==> src/sv/qph_fifo.sv <==
// qph_fifo: two-entry queue between the front and the probe engine
// head and tail registers with valid bits; no package use
module qph_fifo #(
	parameter int W = 8
) (
	input  logic         clk,
	input  logic         arst_n,
	input  logic         push,
	input  logic [W-1:0] din,
	output logic         ready,
	input  logic         pop,
	output logic         valid,
	output logic [W-1:0] dout
);
	logic         head_v_q;
	logic         tail_v_q;
	logic [W-1:0] head_q;
	logic [W-1:0] tail_q;
	logic         do_push;
	logic         do_pop;

	assign ready   = !tail_v_q;
	assign valid   = head_v_q;
	assign dout    = head_q;
	assign do_push = push && !tail_v_q;
	assign do_pop  = pop && head_v_q;

	// occupancy
	always_ff @(posedge clk or negedge arst_n) begin
		if (!arst_n) begin
			head_v_q <= 1'b0;
			tail_v_q <= 1'b0;
		end else begin
			case ({do_push, do_pop})
				2'b10: begin
					if (head_v_q) begin
						tail_v_q <= 1'b1;
					end else begin
						head_v_q <= 1'b1;
					end
				end
				2'b01: begin
					head_v_q <= tail_v_q;
					tail_v_q <= 1'b0;
				end
				default: begin
				end
			endcase
		end
	end

	// entry data moves towards the head
	always_ff @(posedge clk) begin
		case ({do_push, do_pop})
			2'b10: begin
				if (head_v_q) begin
					tail_q <= din;
				end else begin
					head_q <= din;
				end
			end
			2'b01: begin
				head_q <= tail_q;
			end
			2'b11: begin
				if (tail_v_q) begin
					head_q <= tail_q;
					tail_q <= din;
				end else begin
					head_q <= din;
				end
			end
			default: begin
			end
		endcase
	end

endmodule

==> config.mk <==
export PLATFORM = sky130hd
export DESIGN_NAME = qph_fifo
export DESIGN_NICKNAME = d
export VERILOG_FILES = /design/src/sv/qph_fifo.sv
export SDC_FILE = /design/constraint.sdc
export NUM_CORES = 1
export LEC_CHECK = 0
export ABC_AREA = 1
export CORE_MARGIN = 4
export CORE_UTILIZATION = 51
export DETAILED_ROUTE_END_ITERATION = 16
export DONT_BUFFER_PORTS = 1
export PLACE_DENSITY_LB_ADDON = 0.2
export SLEW_MARGIN = 10
export SYNTH_ARGS = -nofsm -noshare
export SYNTH_HDL_FRONTEND = slang
export SYNTH_SLANG_ARGS = --single-unit
export TNS_END_PERCENT = 1
==> constraint.sdc <==
create_clock -name clk -period 3.9 [get_ports clk]
set_clock_uncertainty 0.1 [all_clocks]
set_input_delay 0.195 -clock clk [delete_from_list [all_inputs] [get_ports clk]]
set_output_delay 0.195 -clock clk [all_outputs]
set_load 0.02 [all_outputs]
==> results of run 1 <==
## worst max-delay path by stage
stage | cells after the start | endpoint
6_report | 6 | tail_q[3]$_DFFE_PP_
4_1_cts | 6 | tail_q[0]$_DFFE_PP_
2_1_floorplan | 6 | tail_q[0]$_DFFE_PP_
5_1_grt | 6 | tail_q[3]$_DFFE_PP_
3_3_place_gp | 6 | tail_q[6]$_DFFE_PP_
3_5_place_dp | 6 | tail_q[3]$_DFFE_PP_
## sequential cells by signal, summed over array words and instances, names as in the netlist
register	flops
tail_v_q	1
valid	1
dout	8
tail_q	8
## cell type report
type	count	area, um2	share of cell area
multi-input cells	52	239.0	0.2468
well taps	16	20.02	0.02067
flip-flops and latches	18	530.5	0.5478
inverters	14	52.55	0.05426
repair buffers	9	90.09	0.09302
clock buffers	4	36.28	0.03747
## layout by cell type, fill, tap and decap left out
| cell type | instances |
|---|---|
| edfxtp_1 | 16 |
| o21ai_0 | 3 |
| dfrtp_1 | 2 |
| nand3_1 | 1 |
| inv_1 | 13 |
| clkbuf_8 | 1 |
| nor2_1 | 10 |
| nand2_4 | 1 |
| clkbuf_4 | 3 |
| nand2_2 | 2 |
| ha_1 | 3 |
| dlygate4sd3_1 | 9 |
| inv_2 | 1 |
| nand2_1 | 32 |
## power groups by stage
stage               clock network (mW)  registers [mW]  logic, mW
finish                           0.112           0.358      0.166
global route                     0.124           0.364      0.195
CTS                              0.116           0.359      0.169
detailed placement                   0           0.364      0.160
global placement                     0           0.362      0.155
floorplan                            0           0.357      0.135
## repair_timing
action | CTS | global route
hold buffers | 9 | 0
gates resized for setup | 0 | 0
hold endpoints to repair | 18 | 0
## per-stage QoR
step	utilization	cell area (um2)	total power, mW	std cells	setup WS [ps]
floorplan	-	833.3	0.4913	85	2023
global placement	0.5525	842.1	0.5175	100	1769
detailed placement	0.5525	842.1	0.5234	100	1699
CTS	0.6355	968.4	0.6438	113	1684
global route	0.6355	968.4	0.6830	113	1578
finish	0.6355	968.4	0.6367	113	1702
## cells in the mapped netlist
cell / number
dfrtp_1: 2
o21ai_0: 3
nand2_2: 2
inv_2: 1
buf_6: 1
edfxtp_1: 16
nor2_1: 10
nand2_1: 32
ha_1: 3
nand2_4: 1
nand3_1: 1
inv_1: 13
## routing by layer
metal  wire length, um  track usage  vias to the layer above
met5                 0            0                        -
met4                 8      0.06452                        0
met3                72      0.03988                        2
met2               632       0.1913                       22
met1               617       0.1457                      237
li1                  -            -                      284
## logic make-up after synthesis
logic type / synth area share
adder cells (fa/ha/maj): 0.04505
AND/OR/NAND/NOR: 0.2237
flip-flops: 0.6366
AO/OA/AOI/OAI: 0.01801
buffers and inverters: 0.07658
==> flow_summary.yaml, run 1 <==
critical_path:
  rr_startpoint: "valid$_DFFE_PN0P_"
  worstSetupStartpoint: "valid$_DFFE_PN0P_"
  r2r_slack_ps: 1700
  slowest_stage: "nor2_1"
  r2r_end: "tail_q[3]$_DFFE_PP_"
  critical-path-top-delay-family: "simple AND/OR/NAND/NOR gates"
  critPathMaxFanout: 11
  r2r_cells: 6
  worstSetupEndpointType: "flop"
  worstPathRequired_ps: 3730
  crit_buf_inv: 1
  crit_path_max_incr_delay_ps: 500
  crit_chain: "nand2_2, inv_1, ha_1, nand2_1, nand2_1, nor2_1"
  crit_arrival_ps: 2030
  cp_common_cell: "nand2_1"
  start_kind: "flop"
  setup.worst_path.class: "flop to flop"
die:
  die_area_mm2: 0.002345
  fp.dieW_um: 48.42
  fp.dieH_um: 48.42
  num_rows: 14
  initial_core_util: 0.5468
  io_pins: 22
  core_area_mm2: 0.001524
sta:
  relSlewSlack: 0.2393
  final_hold_viol_count: 0
  fmax_mhz: 454.9
  slew_viol_final: 0
  whs_ps: 20.35
  setup_viol: 0
  rsz0062_at_grt: "false"
  min_period_ps: 2198
  tns_ps: 0
  finalCritPeriodShare: 0.5637
  worst_pin_slew_ps: 1129
route:
  wirelength_um: 1330
  ant_nets: 0
  drt_first_pass_iters: 6
  detail_route.wl_per_cell_um: 11.77
  via_per_inst: 4.823
  vias: 545
  drt_iter0_markers: 9
  remaining_drc_errors: 0
pwr:
  p_sw_mw: 0.2410
  clockPowerShare: 0.176
  p_seq_frac: 0.563
  vdd_drop_max_v: 0.0004042
  power_frac_comb: 0.261
  p_int_mw: 0.3957
  switching_share: 0.3786
  pwr_density_cell_mw_per_mm2: 657.5
  leakagePower_nw: 0.4611
place:
  hpwl_um: 990.5
  io_buffer_count: 0
  routabilityCongestion: 0.7434
logic_synthesis:
  ys_seq_elements: 18
  synthesis.area_um2: 833.3
  synthDistinctLibCells: 12
  synth.yosys.warnings: 0
  avgSynthCellArea_um2: 9.804
  seq_area_frac_synth: 0.6366
  yosys.area.top_type: "edfxtp_1"
  synth_top_area_frac: 0.5766
  synth_cells: 85
  synth.area.top_cells: "edfxtp_1 58%, nand2_1 14%, dfrtp_1 6.0%"
  syn_nets: 100
clock_tree:
  worstSkewPairLatency_ps: 290
  htreeDepth: 1
  root_buffer: "clkbuf_4"
  cts_tree: "done"
  clock-sinks: 18
  cts_buffer_depth: 2
  clk_pin_slew_ps: 100
  post_cts_buffers: 0
  cts_buffers: 3
hold_path:
  worstHoldPathType: "primary input to asynchronous set/reset pin"
status:
  status: "completed"
global_route:
  grt-ovfl-total: 0
  grt_pass1_wl_um: 2166
  antenna_found_initial: 0
  grt_pass1_vias: 515
  grt_usage: 0.1215
  grt_start_max_net_pins: 12
flow_run:
  drv_cap: 0
finish:
  antenna_cells: 0
  drive_gt1_frac: 0.08247
  syn2layout_area_growth_pct: 16.22
  nNetsFinal: 113
  num-fill-cells: 117
No activity file was read; power rests on OpenSTA's default activity.
==> run 2: changes to the inputs <==
==> constraint.sdc (replaced) <==
create_clock -name clk -period 2 [get_ports clk]
set_clock_uncertainty 0.1 [all_clocks]
set_input_delay 0.1 -clock clk [delete_from_list [all_inputs] [get_ports clk]]
set_output_delay 0.1 -clock clk [all_outputs]
set_load 0.02 [all_outputs]
==> run 2 against run 1 <==
  * Global-route usage fell by 0.34 points
  * Utilization up 2.1 points
  * Sequential power is 90% higher
  * Setup slack got worse by 1500 ps
  * Die area did not move
  * Maximum frequency grew 23%
  * Routed wire length is 4.6% higher
  * Non-clock buffer count is 4 higher
  * Total power grew 100%
  * Highest routed layer unchanged
==> flow_summary.yaml, run 2 (synthesis results as in run 1) <==
status:
  status: "completed"
critical_path:
  worstPathRequired_ps: 1900
  crit_buf_inv: 2
  r2r_slack_ps: 220
  start_kind: "flop"
  setup.worst_path.class: "flop to flop"
  worstSetupEndpointType: "flop"
  slowest_stage: "dfrtp_1"
  r2r_cells: 7
  worstSetupPathDepth: 7
  crit_path_max_incr_delay_ps: 400
  critical-path-top-delay-family: "simple AND/OR/NAND/NOR gates"
  critPathMaxFanout: 11
  crit_arrival_ps: 1680
  cp_common_cell: "nand2_1"
  crit_chain: "nand2_2, inv_1, ha_1, nand2_1, nand2_1, nor2_1, buf_4"
clock_tree:
  post_cts_buffers: 0
  cts_buffers: 3
  htreeDepth: 1
  cts_tree: "done"
  root_buffer: "clkbuf_4"
  worstSkewPairLatency_ps: 280
  clk_pin_slew_ps: 100
  clock-sinks: 18
  cts_buffer_depth: 2
sta:
  rsz0062_at_grt: "false"
  min_period_ps: 1782
  worst_pin_slew_ps: 210.0
  final_hold_viol_count: 0
  relSlewSlack: 0.8595
  tns_ps: 0
  finalCritPeriodShare: 0.8911
  setup_viol: 0
  whs_ps: 162.7
  fmax_mhz: 561.1
  slew_viol_final: 0
finish:
  antenna_cells: 0
  drive_gt1_frac: 0.1089
  final_core_util: 0.6568
  num-fill-cells: 118
  syn2layout_area_growth_pct: 20.12
  final_cell_mix: "32 x nand2_1, 16 x edfxtp_1, 13 x inv_1"
  nNetsFinal: 117
  final_common_cell: "nand2_1"
die:
  core_area_mm2: 0.001524
  fp.dieW_um: 48.42
  fp.dieH_um: 48.42
  initial_core_util: 0.5468
  die_area_mm2: 0.002345
  num_rows: 14
  io_pins: 22
place:
  hpwl_um: 1040
  io_buffer_count: 0
  routabilityCongestion: 0.7932
global_route:
  grt_start_max_net_pins: 12
  antenna_found_initial: 0
  grt_usage: 0.1181
  grt_pass1_vias: 520
  grt_pass1_wl_um: 2187
  grt-ovfl-total: 0
hold_path:
  holdPathStages: 4
  worstHoldPathType: "primary input to flop"
route:
  wirelength_um: 1391
  drt_first_pass_iters: 4
  remaining_drc_errors: 0
  drt_iter0_markers: 7
  detail_route.wl_per_cell_um: 11.89
  via_per_inst: 4.872
  ant_nets: 0
  vias: 570
pwr:
  pwr_density_cell_mw_per_mm2: 1283
  vdd_drop_max_v: 0.0007561
  leakagePower_nw: 0.4801
flow_run:
  drv_cap: 0
[run 2: changes by cell type in the layout (fill, tap and decap cells not counted)]
cell / before / now
buf_4: 0 / 3
dlygate4sd3_1: 9 / 10
[run 2: layer usage]
metal  up-vias  global-route usage  share of wire
li1        294                   -              -
met1       262              0.1351           0.44
met2        12              0.2109           0.51
met3         2             0.03374          0.041
met4         0             0.03226         0.0072
met5         -                   0              0
[run 2: path summary, 6_finish.rpt]
check	startpoint	to
max	valid$_DFFE_PN0P_	tail_q[6]$_DFFE_PP_
min	pop	dout[5]$_DFFE_PP_
max reg2reg	valid$_DFFE_PN0P_	tail_q[6]$_DFFE_PP_
min reg2reg	tail_v_q$_DFFE_PN0P_	tail_v_q$_DFFE_PN0P_
max in group asynchronous	arst_n	tail_v_q$_DFFE_PN0P_
min in group asynchronous	arst_n	valid$_DFFE_PN0P_
[run 2: power breakdown]
part	leakage (nW)	internal, mW	switching (mW)	total (mW)
combinational	0.284	0.127	0.264	0.391
clock	0.0210	0.111	0.104	0.215
sequential	0.175	0.567	0.112	0.679
[run 2: through the flow]
| step | setup slack (ps) | total power, mW | std cells | instance area, um2 |
|---|---|---|---|---|
| final | 217.7 | 1.284 | 117 | 1001 |
| after global routing | 123.0 | 1.371 | 117 | 1001 |
| after CTS | 220.7 | 1.291 | 117 | 1001 |
| after detailed placement | 234.1 | 1.064 | 103 | 864.6 |
| after global placement | 314.9 | 1.049 | 103 | 864.6 |
| after floorplan | 122.9 | 0.9581 | 85 | 833.3 |
[run 2: repair_timing]
action / in CTS / in global routing
endpoints found under the hold margin: 18 / 0
hold buffers: 10 / 0
gates resized for setup: 0 / 0
[run 2: cell type report]
cell class	count	area [um2]	area share
Clock buffer	4	36.28	0.03625
Inverter	14	52.55	0.05250
Multi-Input combinational cell	52	239.0	0.2387
Sequential cell	18	530.5	0.5300
Tap cell	16	20.02	0.02000
Timing Repair Buffer	13	122.6	0.1225
[run 2: tightest hold or removal path, stage by stage]
cell and delay [ps]:
nand2_2 120, nor2_1 120, nand2_1 50, nand2_1 50
==> run 3: changes to the inputs <==
--- a/config.mk
+++ b/config.mk
@@ -5,7 +5,7 @@
 export SDC_FILE = /design/constraint.sdc
 export NUM_CORES = 1
 export LEC_CHECK = 0
-export ABC_AREA = 1
+export ABC_AREA = 0
 export CORE_MARGIN = 4
 export CORE_UTILIZATION = 51
 export DETAILED_ROUTE_END_ITERATION = 16
==> run 3 against run 2 <==
  * Flip-flop and latch count unchanged
  * Combinational power down 19%
  * Final cell count fell by 32%
  * Routed wire length grew 5.9%
  * Via count fell by 16%
  * Maximum frequency fell by 6.0%
  * Clock power down 17%
  * Design area decreased by 6.9%
  * Register-to-register slack got worse by 110 ps
  * Total power down 8.8%
==> flow_summary.yaml, run 3 <==
route:
  via_per_inst: 6.063
  remaining_drc_errors: 0
  detail_route.wl_per_cell_um: 18.65
  wirelength_um: 1473
  vias: 479
  ant_nets: 0
  drt_iter0_markers: 12
  drt_first_pass_iters: 4
critical_path:
  critPathMaxFanout: 7
  setup.worst_path.class: "flop to flop"
  worstPathRequired_ps: 1910
  crit_arrival_ps: 1800
  start_kind: "flop"
  worstSetupEndpointType: "flop"
sta:
  tns_ps: 0
  worst_pin_slew_ps: 266.8
  min_period_ps: 1896
  finalCritPeriodShare: 0.9482
  fmax_mhz: 527.3
  setup_viol: 0
  slew_viol_final: 0
  relSlewSlack: 0.8221
  setup_ws_ps: 103.6
  final_hold_viol_count: 0
  whs_ps: 132.8
  rsz0062_at_grt: "false"
logic_synthesis:
  seq_area_frac_synth: 0.7126
  synthesis.area_um2: 744.5
  synth_most_common_cell: "edfxtp_1"
  avgSynthCellArea_um2: 16.18
  synth_edf_count: 16
  synthArstFlopShare: 0.1111
  ys_seq_elements: 18
  synth.area.top_cells: "edfxtp_1 65%, a22o_1 9.4%, dfrtp_1 6.7%"
  dominantRegCellSynth: "edfxtp_1"
  synth.yosys.warnings: 0
  synthDistinctLibCells: 16
  synth_cells: 46
  netlist_top_cells_count: "16 x edfxtp_1, 8 x a22o_1, 4 x inv_1, 3 x ha_1"
  syn_nets: 61
  yosys.area.top_type: "edfxtp_1"
  synth_top_area_frac: 0.6454
clock_tree:
  worstSkewPairLatency_ps: 290
  cts_tree: "done"
  cts_buffer_depth: 2
  clock-sinks: 18
  htreeDepth: 1
  cts-resized-gates: 0
  root_buffer: "clkbuf_4"
  clk_pin_slew_ps: 100
  cts_buffers: 3
global_route:
  grt-ovfl-total: 0
  grt_pass1_vias: 505
  grt_usage: 0.1586
  antenna_found_initial: 0
  grt_start_max_net_pins: 11
  grt_pass1_wl_um: 2325
die:
  fp.dieH_um: 46.21
  fp.dieW_um: 46.21
  initial_core_util: 0.5582
  core_area_mm2: 0.001334
  io_pins: 22
  die_area_mm2: 0.002135
  num_rows: 13
finish:
  antenna_cells: 0
  num-fill-cells: 89
  nNetsFinal: 80
  final_cells: 79
  syn2layout_area_growth_pct: 25.21
  drive_gt1_frac: 0.2031
  final_common_cell: "edfxtp_1"
  final_cell_mix: "16 x edfxtp_1, 10 x dlygate4sd3_1, 8 x a22o_1"
pwr:
  leakagePower_nw: 0.3722
  vdd_drop_max_v: 0.0007624
  pwr_density_cell_mw_per_mm2: 1257
place:
  routabilityCongestion: 0.6441
  io_buffer_count: 0
  hpwl_um: 1061
  dp.cells: 64
  post-place-ws_ps: 32.67
status:
  status: "completed"
hold_path:
  worstHoldPathType: "primary input to flop"
flow_run:
  drv_cap: 0
[run 3: per-stage QoR]
step / utilization / instance area (um2) / power [mW]
final: 0.6989 / 932.1 / 1.171
after global placement: 0.5985 / 798.3 / 0.9378
after CTS: 0.6932 / 924.6 / 1.163
after global routing: 0.6989 / 932.1 / 1.231
after floorplan: - / 757.0 / 0.8790
after detailed placement: 0.5985 / 798.3 / 0.9735
[run 3: per-layer routing]
metal,GRT usage,part of all wire,up-vias
met3,0.05859,0.066,6
met1,0.1531,0.40,233
met4,0.07955,0.029,0
met5,0,0,-
li1,-,-,215
met2,0.2885,0.50,25
[run 3: kinds of logic after synthesis]
| group | after synthesis | synth area share |
|---|---|---|
| adders and majority gates | 3 | 0.05043 |
| and+or+nand+nor | 6 | 0.05546 |
| buffers and inverters | 4 | 0.02016 |
| DFF | 18 | 0.7126 |
| AOI/OAI and AO/OA | 15 | 0.1614 |
[run 3: power by group]
group          total [mW]  switching, mW  internal (mW)
Clock               0.178          0.105         0.0725
Sequential          0.676          0.123          0.554
Combinational       0.318          0.187          0.130
Total                1.17          0.415          0.757
[run 3: final cells by class]
cell class	instances	area (um2)	area share
Inverter	4	15.01	0.01611
Sequential cell	18	530.5	0.5691
Clock inverter	1	3.754	0.004027
Multi-Input combinational cell	24	211.5	0.2268
Timing Repair Buffer	14	130.1	0.1396
Clock buffer	3	22.52	0.02416
Tap cell	15	18.77	0.02013
[run 3: what timing repair did]
action                                 CTS  global route
setup buffers                            0             1
endpoints found under the hold margin   18             0
hold buffers                            10             0
setup endpoints to repair                0             8
[run 3: worst paths after layout]
path / depth (start not counted) / startpoint / slack, ps / to
min reg2reg: 1 / tail_q[1]$_DFFE_PP_ / 450 / dout[1]$_DFFE_PP_
max: 7 / tail_v_q$_DFFE_PN0P_ / 100 / tail_q[4]$_DFFE_PP_
max in group asynchronous: 2 / arst_n / 1200 / tail_v_q$_DFFE_PN0P_
min in group asynchronous: 2 / arst_n / 480 / valid$_DFFE_PN0P_
min: 3 / push / 130 / tail_v_q$_DFFE_PN0P_
max reg2reg: 7 / tail_v_q$_DFFE_PN0P_ / 100 / tail_q[4]$_DFFE_PP_
[run 3: worst max-delay path, stage by stage, from the launching register on]
cell and delay (ps):
dfrtp_1 420, inv_2 50, nand2_1 100, inv_1 70
ha_1 200, and2b_2 240, a211oi_4 230, buf_4 200
