## src/sv/qph_pkg.sv

```systemverilog
// qph_pkg: shared types and codes for the quadratic probe hash table
// request and response structs, mode, slot state and status codes
// no dependencies
package qph_pkg;

	// request and response items as seen on the top-level ports
	typedef struct packed {
		logic [1:0]  mode;
		logic [31:0] key_hash;
		logic [31:0] key;
		logic [31:0] value_in;
	} req_t;

	typedef struct packed {
		logic [1:0]  status;
		logic [31:0] value_out;
		logic [7:0]  slot_index;
		logic [8:0]  entry_count;
	} rsp_t;

	// request modes
	localparam logic [1:0] MODE_LOOKUP = 2'd0;
	localparam logic [1:0] MODE_INSERT = 2'd1;
	localparam logic [1:0] MODE_REMOVE = 2'd2;
	localparam logic [1:0] MODE_UPDATE = 2'd3;

	// per-slot states
	localparam logic [1:0] SLOT_EMPTY   = 2'd0;
	localparam logic [1:0] SLOT_DELETED = 2'd1;
	localparam logic [1:0] SLOT_ACTIVE  = 2'd2;
	localparam logic [1:0] SLOT_MASK    = 2'h3;

	// response status codes
	localparam logic [1:0] ST_OK   = 2'd0;
	localparam logic [1:0] ST_MISS = 2'd1;
	localparam logic [1:0] ST_FULL = 2'd2;

	// hash reduction: reciprocal multiply, remainder, correction
	localparam int HASH_BITS = 32;
	localparam int RED_STEPS = 3;

endpackage

```

## src/sv/qph_front.sv

```systemverilog
// qph_front: accepts one item, reduces its hash modulo the slot count with a
// reciprocal multiply and one correction, then hands it to the queue; uses qph_pkg
module qph_front #(
	parameter int CAPACITY = 256,
	parameter int KEY_W    = 32,
	parameter int VAL_W    = 32
) (
	input  logic                         clk,
	input  logic                         arst_n,
	input  logic                         start,
	input  qph_pkg::req_t                req,
	output logic                         occupied,
	output logic                         q_valid,
	input  logic                         q_ready,
	output logic [1:0]                   q_mode,
	output logic [$clog2(CAPACITY)-1:0]  q_slot,
	output logic [KEY_W-1:0]             q_key,
	output logic [VAL_W-1:0]             q_val
);
	import qph_pkg::*;

	localparam int IW    = $clog2(CAPACITY);
	localparam int SH    = HASH_BITS + IW;
	localparam int PW    = 2 * HASH_BITS + 1;
	localparam int CNT_W = $clog2(RED_STEPS);
	// floor(2^SH / CAPACITY): the quotient estimate is exact or one short
	localparam logic [HASH_BITS:0] RECIP = (HASH_BITS+1)'((64'd1 << SH) / 64'(CAPACITY));
	localparam logic [IW:0]        CAP_W = (IW+1)'(CAPACITY);

	logic                 full_q;
	logic                 red_q;
	logic [CNT_W-1:0]     cnt_q;
	logic [HASH_BITS-1:0] hash_q;
	logic [IW:0]          qlo_q;
	logic [IW:0]          part_q;
	logic [IW-1:0]        rem_q;
	logic [1:0]           mode_q;
	logic [KEY_W-1:0]     key_q;
	logic [VAL_W-1:0]     val_q;
	logic [IW:0]          part_d;
	logic [IW-1:0]        rem_d;
	logic                 accept;

	assign accept   = start && !full_q;
	assign occupied = full_q;
	assign q_valid  = full_q && !red_q;
	assign q_mode   = mode_q;
	assign q_slot   = rem_q;
	assign q_key    = key_q;
	assign q_val    = val_q;

	// hash - q * CAPACITY lies below twice the capacity, so its low bits suffice;
	// one conditional subtract brings it into range
	always_comb begin
		logic [IW:0] qc_lo;
		logic [IW:0] less_cap;
		qc_lo    = qlo_q * CAP_W;
		part_d   = hash_q[IW:0] - qc_lo;
		less_cap = part_q - CAP_W;
		rem_d    = (part_q >= CAP_W) ? less_cap[IW-1:0] : part_q[IW-1:0];
	end

	// control: item held, reduction running, step count
	always_ff @(posedge clk or negedge arst_n) begin
		if (!arst_n) begin
			full_q <= 1'b0;
			red_q  <= 1'b0;
			cnt_q  <= '0;
		end else begin
			if (accept) begin
				full_q <= 1'b1;
				red_q  <= 1'b1;
				cnt_q  <= '0;
			end else if (red_q) begin
				cnt_q <= cnt_q + CNT_W'(1);
				if (cnt_q == CNT_W'(RED_STEPS - 1)) begin
					red_q <= 1'b0;
				end
			end else if (q_valid && q_ready) begin
				full_q <= 1'b0;
			end
		end
	end

	// payload of the held item; the reduction registers settle one per step
	always_ff @(posedge clk) begin
		if (accept) begin
			hash_q <= req.key_hash;
			mode_q <= req.mode;
			key_q  <= KEY_W'(req.key);
			val_q  <= VAL_W'(req.value_in);
		end else if (red_q) begin
			qlo_q  <= (IW+1)'((PW'(hash_q) * PW'(RECIP)) >> SH);
			part_q <= part_d;
			rem_q  <= rem_d;
		end
	end

endmodule

```

## config.mk

```make
export PLATFORM = sky130hd
export DESIGN_NAME = qph_front
export DESIGN_NICKNAME = d
export VERILOG_FILES = /design/src/sv/qph_pkg.sv /design/src/sv/qph_front.sv
export SDC_FILE = /design/constraint.sdc
export NUM_CORES = 1
export LEC_CHECK = 0
export ABC_AREA = 1
export BUFFER_PORTS_ARGS = -buffer_cell sky130_fd_sc_hd__buf_4
export CAP_MARGIN = 0
export CORE_UTILIZATION = 30
export DETAILED_ROUTE_END_ITERATION = 10
export PLACE_DENSITY = 0.68
export SLEW_MARGIN = 20
export SYNTH_ARGS = -nofsm -noshare
export SYNTH_HDL_FRONTEND = slang
export SYNTH_SLANG_ARGS = --single-unit
```

## constraint.sdc

```tcl
create_clock -name clk -period 4.1 [get_ports clk]
set_clock_uncertainty 0.15 [all_clocks]
set_input_delay 0.615 -clock clk [delete_from_list [all_inputs] [get_ports clk]]
set_output_delay 0.615 -clock clk [all_outputs]
set_load 0.03 [all_outputs]
```

==> flow_metrics.tcl, run 1 <==
set metrics [dict create \
    status "finished clean" \
    switching_power_w 0.000831 \
    cp.required_ns 3.93 \
    place_ws_ns 1.62 \
    p_per_area_mw_per_mm2 600 \
    viasPerCell 3.97 \
    cts_htree_levels 3 \
    place_area_mm2 0.00422 \
    fin_tns_setup_ns 0 \
    p_int_w 0.00183 \
    layout_setup_ws_ns 1.89 \
    hold_path.startpoint "part_q[7]" \
    clk_pin_slew_ns 0.09 \
    drt_iter0_markers 38 \
    r2r-end "q_val[15]" \
    clock_latency_ns 0.35 \
    end_kind "flop" \
    regArea_mm2 0.00280 \
    grt_max_degree 43 \
    rsz0062_at_grt "no" \
    rows 35 \
    drcViolationCount 0 \
    grt_remaining_overflow 0 \
    final_cell_mix "buf_4 (154), edfxtp_1 (90), clkbuf_8 (9), nand3_1 (5), dfrtp_1 (4)" \
    postSynthNetCount 217 \
    cp_cell_sequence "inv_2, nand2_4, inv_2, buf_4" \
    synth_seq_cells 94 \
    path_buf_inv 3 \
    synth-seq-area-share 0.964 \
    antenna_left 0 \
    worst_slew_pin_slew_ns 0.735 \
    critPathArrivalTime_ns 2.04 \
    rrSetupSlack_ns 1.89 \
    die-width_um 100 \
    fill_cells 794 \
    wl_per_cell_um 13.6 \
    crit_top_cell "inv_2" \
    finalNetCount 383 \
    ir_drop_mv 0.247 \
    setup_viol 0 \
    synth_top_family_by_area "simple AND/OR/NAND/NOR gates" \
    cts_tree "built" \
    worst-setup-path-type "reg -> reg" \
    syn-cell-area_mm2 0.00291 \
    power_frac_seq 0.515 \
    swShare 0.313 \
    io_buffers 153 \
    synthCells 114 \
    combPwrFrac 0.264 \
    slew_headroom 0.509 \
    numCtsBuffers 9 \
    cts_sinks 94 \
    synth_cell_types 12 \
    synth-adder-area-share 0.00430 \
    cts_root_buf "clkbuf_8" \
    final_cell_area_mm2 0.00443 \
    drv_cap 0 \
    synthSimpleGateAreaFrac 0.0220 \
    grt_pass1_wl_um 8070 \
    boundaryPins 178 \
    synth_top_area_frac 0.930 \
    yosys-top-cells-area "edfxtp_1 (93%), dfrtp_1 (3.4%), nand3_1 (0.86%)" \
    worstHoldPathType "reg -> reg" \
    yosys_warnings 0 \
    num_vias 1647 \
    yosysTopAreaCell "edfxtp_1" \
    wl_um 5640 \
    start_kind "flop" \
    first_global_vias 1672 \
    crit_slowest_cell "buf_4" \
    reg2reg_from "occupied" \
    min_to "q_slot[7]" \
    avgSynthCellArea_um2 25.5 \
    muxShareOfSynthArea 0 \
    crit_family "buffers and inverters" \
    die-area_mm2 0.0101 \
    fin_crit_sh 0.539 \
    start_util 0.312 \
    drive_above_1_share 0.604 \
    multiInputGateArea_um2 81.3 \
    worstPathMaxFanout 42 \
    hold_violations 0 \
    max_stage_delay_ns 0.58 \
    layout_commonest_cell "buf_4" \
    synthXorXnorAreaFrac 0 \
    synth_compound_area_frac 0.00172 \
    dr.pass1.iters 3 \
    clock_power_share 0.221 \
    core_area_mm2 0.00933 \
    hold_depth 0 \
    hpwlAfterDp_um 4140 \
    reg2regPathDepth 4 \
    max_freq_mhz 453 \
    chipHeight_um 100 \
    post-cts-setup-buffer-count 0 \
    slew_viol_final 0 \
    grtUsageTotal 0.114 \
    cts_buffer_depth 2 \
    fin_crit_ns 2.21 \
    antenna_found_initial 1 \
    p_leak_nw 1.79 \
    syn2layout_area_growth_pct 52.3 \
    routabilityCongestion 0.702 \
]
timing repair:
item / 4_1_cts / 5_1_grt
hold endpoints to repair: 4 / 0
gates resized for setup: 0 / 0
hold buffers: 1 / 0
endpoints found under the setup margin: 0 / 0
sequential cells by signal, summed over array words and instances, names as in the netlist:
register	flops
red_q	1
occupied	1
hash_q	8
q_key	32
q_mode	2
q_val	32
part_q	8
cnt_q	2
q_slot	8
through the flow:
step | hold slack (ns) | instances | power [W] | util
after global routing | 0.247 | 414 | 0.00278 | 0.474
after global placement | 0.251 | 397 | 0.00209 | 0.453
after CTS | 0.261 | 414 | 0.00269 | 0.474
final | 0.261 | 415 | 0.00266 | 0.474
after detailed placement | 0.255 | 397 | 0.00211 | 0.453
after floorplan | 0.169 | 114 | 0.00180 | -
cell usage after synthesis:
| library cell | count |
|---|---|
| dfrtp_1 | 4 |
| edfxtp_1 | 90 |
| ha_1 | 1 |
| inv_1 | 3 |
| inv_2 | 3 |
| nand2_1 | 3 |
| nand2_4 | 1 |
| nand3_1 | 5 |
| nor2_1 | 1 |
| nor2_2 | 1 |
| o21ai_1 | 1 |
| or2_0 | 1 |
logic make-up (layout without fill, tap and decap cells):
logic type | Yosys count | in the layout
AOI/OAI and AO/OA | 1 | 1
DFF | 94 | 94
and+or+nand+nor | 12 | 12
other | 0 | 1
adders and majority gates | 1 | 1
buffers and inverters | 6 | 177
worst max path at each step:
stage                     cells after the start  startpoint  slack [ns]         to
after floorplan                               4    occupied        1.77  part_q[0]
after global placement                        4       start        1.69   q_key[4]
after detailed placement                      4       start        1.62  q_mode[1]
after CTS                                     4    occupied        1.83  q_val[15]
after global routing                          4    occupied        1.73   q_key[0]
final                                         4    occupied        1.89  q_val[15]
routing by layer:
layer | global-route usage | part of all wire | vias up
met3 | 0.0648 | 0.11 | 9
li1 | - | - | 771
met1 | 0.118 | 0.36 | 776
met4 | 0.0569 | 0.018 | 0
met5 | 0 | 0 | -
met2 | 0.184 | 0.51 | 91
cell type report:
type	count	share of cell area
sequential	94	0.633
timing repair buffer	155	0.264
tap	129	0.0365
clock buffer	10	0.0288
multi-input combinational	14	0.0184
clock inverter	6	0.0139
inverter	6	0.00509
antenna	1	0.000565
power groups by stage:
stage / clock, W / combinational [W] / sequential (W)
after floorplan: 0 / 0.000142 / 0.00165
after global placement: 0 / 0.000704 / 0.00138
after detailed placement: 0 / 0.000714 / 0.00139
after CTS: 0.000606 / 0.000715 / 0.00137
after global routing: 0.000647 / 0.000747 / 0.00139
final: 0.000586 / 0.000703 / 0.00137
Note: power is estimated with default switching activity, not from simulation.
==> run 2: changes to the inputs <==
Settings changed: ABC_AREA 1 to 0, PLACE_DENSITY 0.68 to 0.71.
Clock period 4.1 ns to 2 ns, I/O delays scaled along.
==> run 2 against run 1 <==
Effect of this change:
- sequential share of layout area fell by 9.1 points
- routed wire length increased by 21%
- sequential power is 110% higher
- clock-buffer cell count is 1 higher
- clock power increased by 89%
- sequential cell count is the same
- total power is 110% higher
- critical path type is now reg -> out
- largest cell class unchanged
- cell area increased by 17%
- cell count up 17%
==> flow_metrics.tcl, run 2 <==
set metrics [dict create \
    fin_crit_ns 1.63 \
    yosys-top-cells-area "edfxtp_1 (94%), dfrtp_1 (3.5%), ha_1 (0.43%)" \
    worst-setup-path-type "reg -> out" \
    synthXorXnorAreaFrac 0.00303 \
    die-width_um 100 \
    die-area_mm2 0.0100 \
    diodes 0 \
    drive_above_1_share 0.483 \
    synthSimpleGateAreaFrac 0.0143 \
    final_cell_mix "buf_4 (155), edfxtp_1 (90), dlygate4sd3_1 (76), clkbuf_8 (9)" \
    fin_tns_setup_ns 0 \
    chipHeight_um 100 \
    postCtsResizedCells 0 \
    routed.top_layer "met4" \
    worstHoldPathType "in -> reg" \
    hold_buffers 76 \
    max_freq_mhz 614 \
    rows 35 \
    layout_commonest_cell "buf_4" \
    num_vias 1937 \
    antenna_found_initial 0 \
    viasPerCell 3.99 \
    synth-adder-area-share 0.00433 \
    placedCellCount 393 \
    clk_pin_slew_ns 0.09 \
    cts_buffer_depth 2 \
    fin_hold_ws_ns 0.0773 \
    drcViolationCount 0 \
    yosysMostFrequentCell "edfxtp_1" \
    routabilityCongestion 0.662 \
    synth_top_area_frac 0.935 \
    synth_top_family_by_area "simple AND/OR/NAND/NOR gates" \
    first_global_vias 2118 \
    avgSynthCellArea_um2 26.8 \
    slew_viol_final 0 \
    layout_setup_ws_ns 0.372 \
    dr.pass1.iters 4 \
    cts_sinks 94 \
    io_buffers 153 \
    setup_viol 0 \
    status "finished clean" \
    crit_slowest_cell "dfrtp_1" \
    worst_slew_pin_slew_ns 0.493 \
    cts_tree "built" \
    grt_pass1_wl_um 10100 \
    postSynthNetCount 211 \
    p_leak_nw 2.08 \
    cp.required_ns 1.55 \
    syn-cell-area_mm2 0.00289 \
    worstPathMaxFanout 6 \
    synthCells 108 \
    numCtsBuffers 9 \
    grt_remaining_overflow 0 \
    boundaryPins 178 \
    place_ws_ns 0.415 \
    cts_htree_levels 3 \
    yosys_warnings 0 \
    hpwlAfterDp_um 4150 \
    fin_crit_sh 0.814 \
    finalNetCount 454 \
    antenna_left 0 \
    start_kind "flop" \
    synth_compound_area_frac 0.00606 \
    wl_met2_um 3590 \
    yosysTopAreaCell "edfxtp_1" \
    finalNonFillerCells 485 \
    start_util 0.311 \
    path_buf_inv 1 \
    wl_met3_um 503 \
    synth-seq-area-share 0.970 \
    slew_headroom 0.671 \
    wl_um 6820 \
    hold_violations 0 \
    clock_latency_ns 0.34 \
    ir_drop_mv 0.437 \
    synthArstFlopShare 0.0426 \
    cp_cell_sequence "nor2b_1, buf_4" \
    core_area_mm2 0.00928 \
    post-cts-setup-buffer-count 0 \
    drv_cap 0 \
    yosys-top-cells-count "edfxtp_1 (90), dfrtp_1 (4)" \
    wl_per_cell_um 14.1 \
    post-route-util 0.557 \
    rsz0062_at_grt "no" \
    crit_family "flip-flops" \
    synth_edf_count 90 \
    critPathArrivalTime_ns 1.18 \
    syn2layout_area_growth_pct 78.9 \
    muxShareOfSynthArea 0 \
    p_per_area_mw_per_mm2 1070 \
    drt_iter0_markers 54 \
    end_kind "primary output" \
    wl_met1_um 2570 \
    max_stage_delay_ns 0.45 \
    grt_max_degree 41 \
    ys.flop_type "edfxtp_1" \
    grtUsageTotal 0.137 \
    cts_root_buf "clkbuf_8" \
    synth_cell_types 11 \
    synth_seq_cells 94 \
]
run 2: cells by family (layout without fill, tap and decap cells):
logic type                 after synthesis  in the layout
and+or+nand+nor                          7              7
buffers and inverters                    2            250
AOI/OAI and AO/OA                        3              3
DFF                                     94             94
xor gates and xnor gates                 1              1
adders and majority gates                1              1
run 2: cell type report:
cell class | instances | area [um2]
fill | 728 | 4110
sequential | 94 | 2800
timing repair buffer | 232 | 1940
tap | 129 | 161
clock buffer | 11 | 131
multi-input combinational | 12 | 85.1
clock inverter | 5 | 36.3
inverter | 2 | 7.51
run 2: power breakdown:
part,switching [W],total [W],internal [W]
Combinational,0.000959,0.00159,0.000627
Clock,0.000654,0.00111,0.000456
Sequential,0.000136,0.00282,0.00268
run 2: worst reg2reg max path: stages, from the launching register on:
cell and delay [ns]:
dfrtp_2 0.44, nor2b_4 0.16, buf_4 0.44
run 2: metrics by stage:
step	cell area (um2)	total power, W
after floorplan	2900	0.00368
after global placement	4240	0.00429
after detailed placement	4240	0.00434
after CTS	5170	0.00555
after global routing	5170	0.00575
final	5170	0.00551
run 2: worst paths after layout:
check                           from         to  slack [ns]  cells after the start
setup reg to reg            occupied  q_key[15]        0.42                      2
hold reg to reg            hash_q[0]  part_q[0]        0.27                      0
setup / recovery               red_q    q_valid        0.37                      2
hold / removal                 start   occupied        0.08                      3
min in group asynchronous     arst_n   occupied        0.12                      2
max in group asynchronous     arst_n   occupied        1.47                      2
run 2: routing by layer:
| metal | GRT usage | vias up |
|---|---|---|
| met3 | 0.0487 | 15 |
| met4 | 0.0691 | 0 |
| met5 | 0 | - |
| li1 | - | 907 |
| met2 | 0.246 | 96 |
| met1 | 0.142 | 919 |
==> run 3: changes to the inputs <==
Settings changed: ABC_AREA 0 to 1, PLACE_DENSITY 0.71 to 0.68.
Clock period 2 ns to 1.7 ns, I/O delays scaled along.
==> run 3 against run 2 <==
Effect of this change:
- critical path depth increased by 2
- total power rose by 26%
- critical endpoint is now q_val[14]
- clock-buffer cell count decreased by 2
- cell area grew 1.6%
- routed wire length increased by 1.5%
- via count is 0.26% lower
- first-iteration DRC count up 7.4%
==> flow_metrics.tcl, run 3 (synthesis gave the netlist of run 1 again) <==
set metrics [dict create \
    cts_htree_levels 3 \
    clk_pin_slew_ns 0.08 \
    chipHeight_um 100 \
    p_int_w 0.00484 \
    clock_power_share 0.247 \
    worst-setup-path-type "reg -> reg" \
    path_buf_inv 3 \
    boundaryPins 178 \
    viasPerCell 3.95 \
    p_per_area_mw_per_mm2 1320 \
    grt_use_met1 0.142 \
    cp_cell_sequence "inv_2, nand2_4, inv_6, buf_4" \
    antenna_left 0 \
    cts_tree "built" \
    worstPathMaxFanout 29 \
    crit_slowest_cell "dfrtp_2" \
    grtUsageTotal 0.142 \
    diodes 0 \
    slew_viol_final 0 \
    max_stage_delay_ns 0.43 \
    power_frac_seq 0.477 \
    grt_remaining_overflow 0 \
    max_freq_mhz 665 \
    worstHoldPathType "in -> reg" \
    hpwlAfterDp_um 4260 \
    syn2layout_area_growth_pct 80.7 \
    top_usage_layer "met2" \
    drv_cap 0 \
    wl_um 6920 \
    place_ws_ns 0.195 \
    io_buffers 153 \
    setup_viol 0 \
    finalNetCount 459 \
    swShare 0.301 \
    layout_setup_ws_ns 0.195 \
    hold_violations 0 \
    reg2regPathDepth 4 \
    post-cts-setup-buffer-count 0 \
    reg2reg_from "occupied" \
    rows 35 \
    placedCellCount 398 \
    globalRouteMet3Util 0.0487 \
    crit_cells 4 \
    clock_latency_ns 0.35 \
    rsz0062_at_grt "no" \
    place_area_mm2 0.00426 \
    final_cell_mix "buf_4 (154), edfxtp_1 (90), dlygate4sd3_1 (76), clkbuf_8 (9), nand3_1 (5)" \
    dr.pass1.iters 4 \
    num_vias 1932 \
    routabilityCongestion 0.688 \
    startpoint "occupied" \
    antenna_found_initial 0 \
    drcViolationCount 0 \
    start_kind "flop" \
    cts_buffer_depth 2 \
    critPathArrivalTime_ns 1.37 \
    p_leak_nw 2.14 \
    slew_headroom 0.712 \
    finalNonFillerCells 489 \
    fin_tns_setup_ns 0 \
    drt_iter0_markers 58 \
    combPwrFrac 0.275 \
    grt_max_degree 46 \
    fin_crit_sh 0.885 \
    rrSetupSlack_ns 0.20 \
    first_global_vias 2114 \
    grt_use_met2 0.260 \
    end_kind "flop" \
    wl_per_cell_um 14.2 \
    post-route-util 0.563 \
    cts_root_buf "clkbuf_8" \
    cp.required_ns 1.56 \
    start_util 0.312 \
    fill_cells 707 \
    status "finished clean" \
    die-area_mm2 0.0101 \
    fin_crit_ns 1.50 \
    worst_slew_pin_slew_ns 0.431 \
    layout_commonest_cell "buf_4" \
    final_cell_area_mm2 0.00525 \
    drive_above_1_share 0.489 \
    ir_drop_mv 0.583 \
    die-width_um 100 \
    cp-endpoint "q_val[14]" \
    grt_pass1_wl_um 10300 \
    numCtsBuffers 9 \
    cts_sinks 94 \
    r2r-end "q_val[14]" \
    switching_power_w 0.00208 \
    core_area_mm2 0.00933 \
    crit_family "buffers and inverters" \
]
## run 3: routing by layer
layer | up-vias | share of wire
li1 | 922 | -
met1 | 920 | 0.34
met2 | 83 | 0.57
met3 | 7 | 0.071
met4 | 0 | 0.013
met5 | - | 0
## run 3: through the flow
step | hold WS (ns) | power (W)
after floorplan | -0.191 | 0.00434
after global placement | -0.0978 | 0.00508
after detailed placement | -0.0984 | 0.00514
after CTS | 0.0431 | 0.00700
after global routing | 0.0583 | 0.00723
final | 0.0693 | 0.00692
## run 3: power by group through the flow
stage / Sequential (W) / Combinational, W / Clock, W
6_report: 0.00330 / 0.00191 / 0.00171
5_1_grt: 0.00336 / 0.00202 / 0.00186
4_1_cts: 0.00331 / 0.00192 / 0.00177
3_5_place_dp: 0.00336 / 0.00178 / 0
3_3_place_gp: 0.00333 / 0.00175 / 0
2_1_floorplan: 0.00398 / 0.000360 / 0
## run 3: layout make-up
cell class	instances	area, um2	area share
clock buffer	9	124	0.0236
sequential	94	2800	0.534
timing repair buffer	231	1940	0.369
clock inverter	6	111	0.0212
tap	129	161	0.0307
inverter	6	27.5	0.00524
multi-input combinational	14	86.3	0.0164
## run 3: worst min path at each step
stage | start | to | slack (ns) | cells past startpoint
floorplan | arst_n | cnt_q[0] | -0.19 | 0
global placement | arst_n | red_q | -0.1 | 1
detailed placement | arst_n | red_q | -0.1 | 1
CTS | arst_n | occupied | 0.04 | 2
global route | start | red_q | 0.06 | 3
finish | start | red_q | 0.07 | 3
## run 3: timing repair
item	in CTS	in global routing
hold buffers	76	0
resized for setup	0	0
endpoints found under the hold margin	79	0
## run 3: worst reg2reg max path, cell delays in order, from the launching register on
cell	delay (ns)
dfrtp_2	0.43
inv_2	0.08
nand2_4	0.08
inv_6	0.08
buf_4	0.33
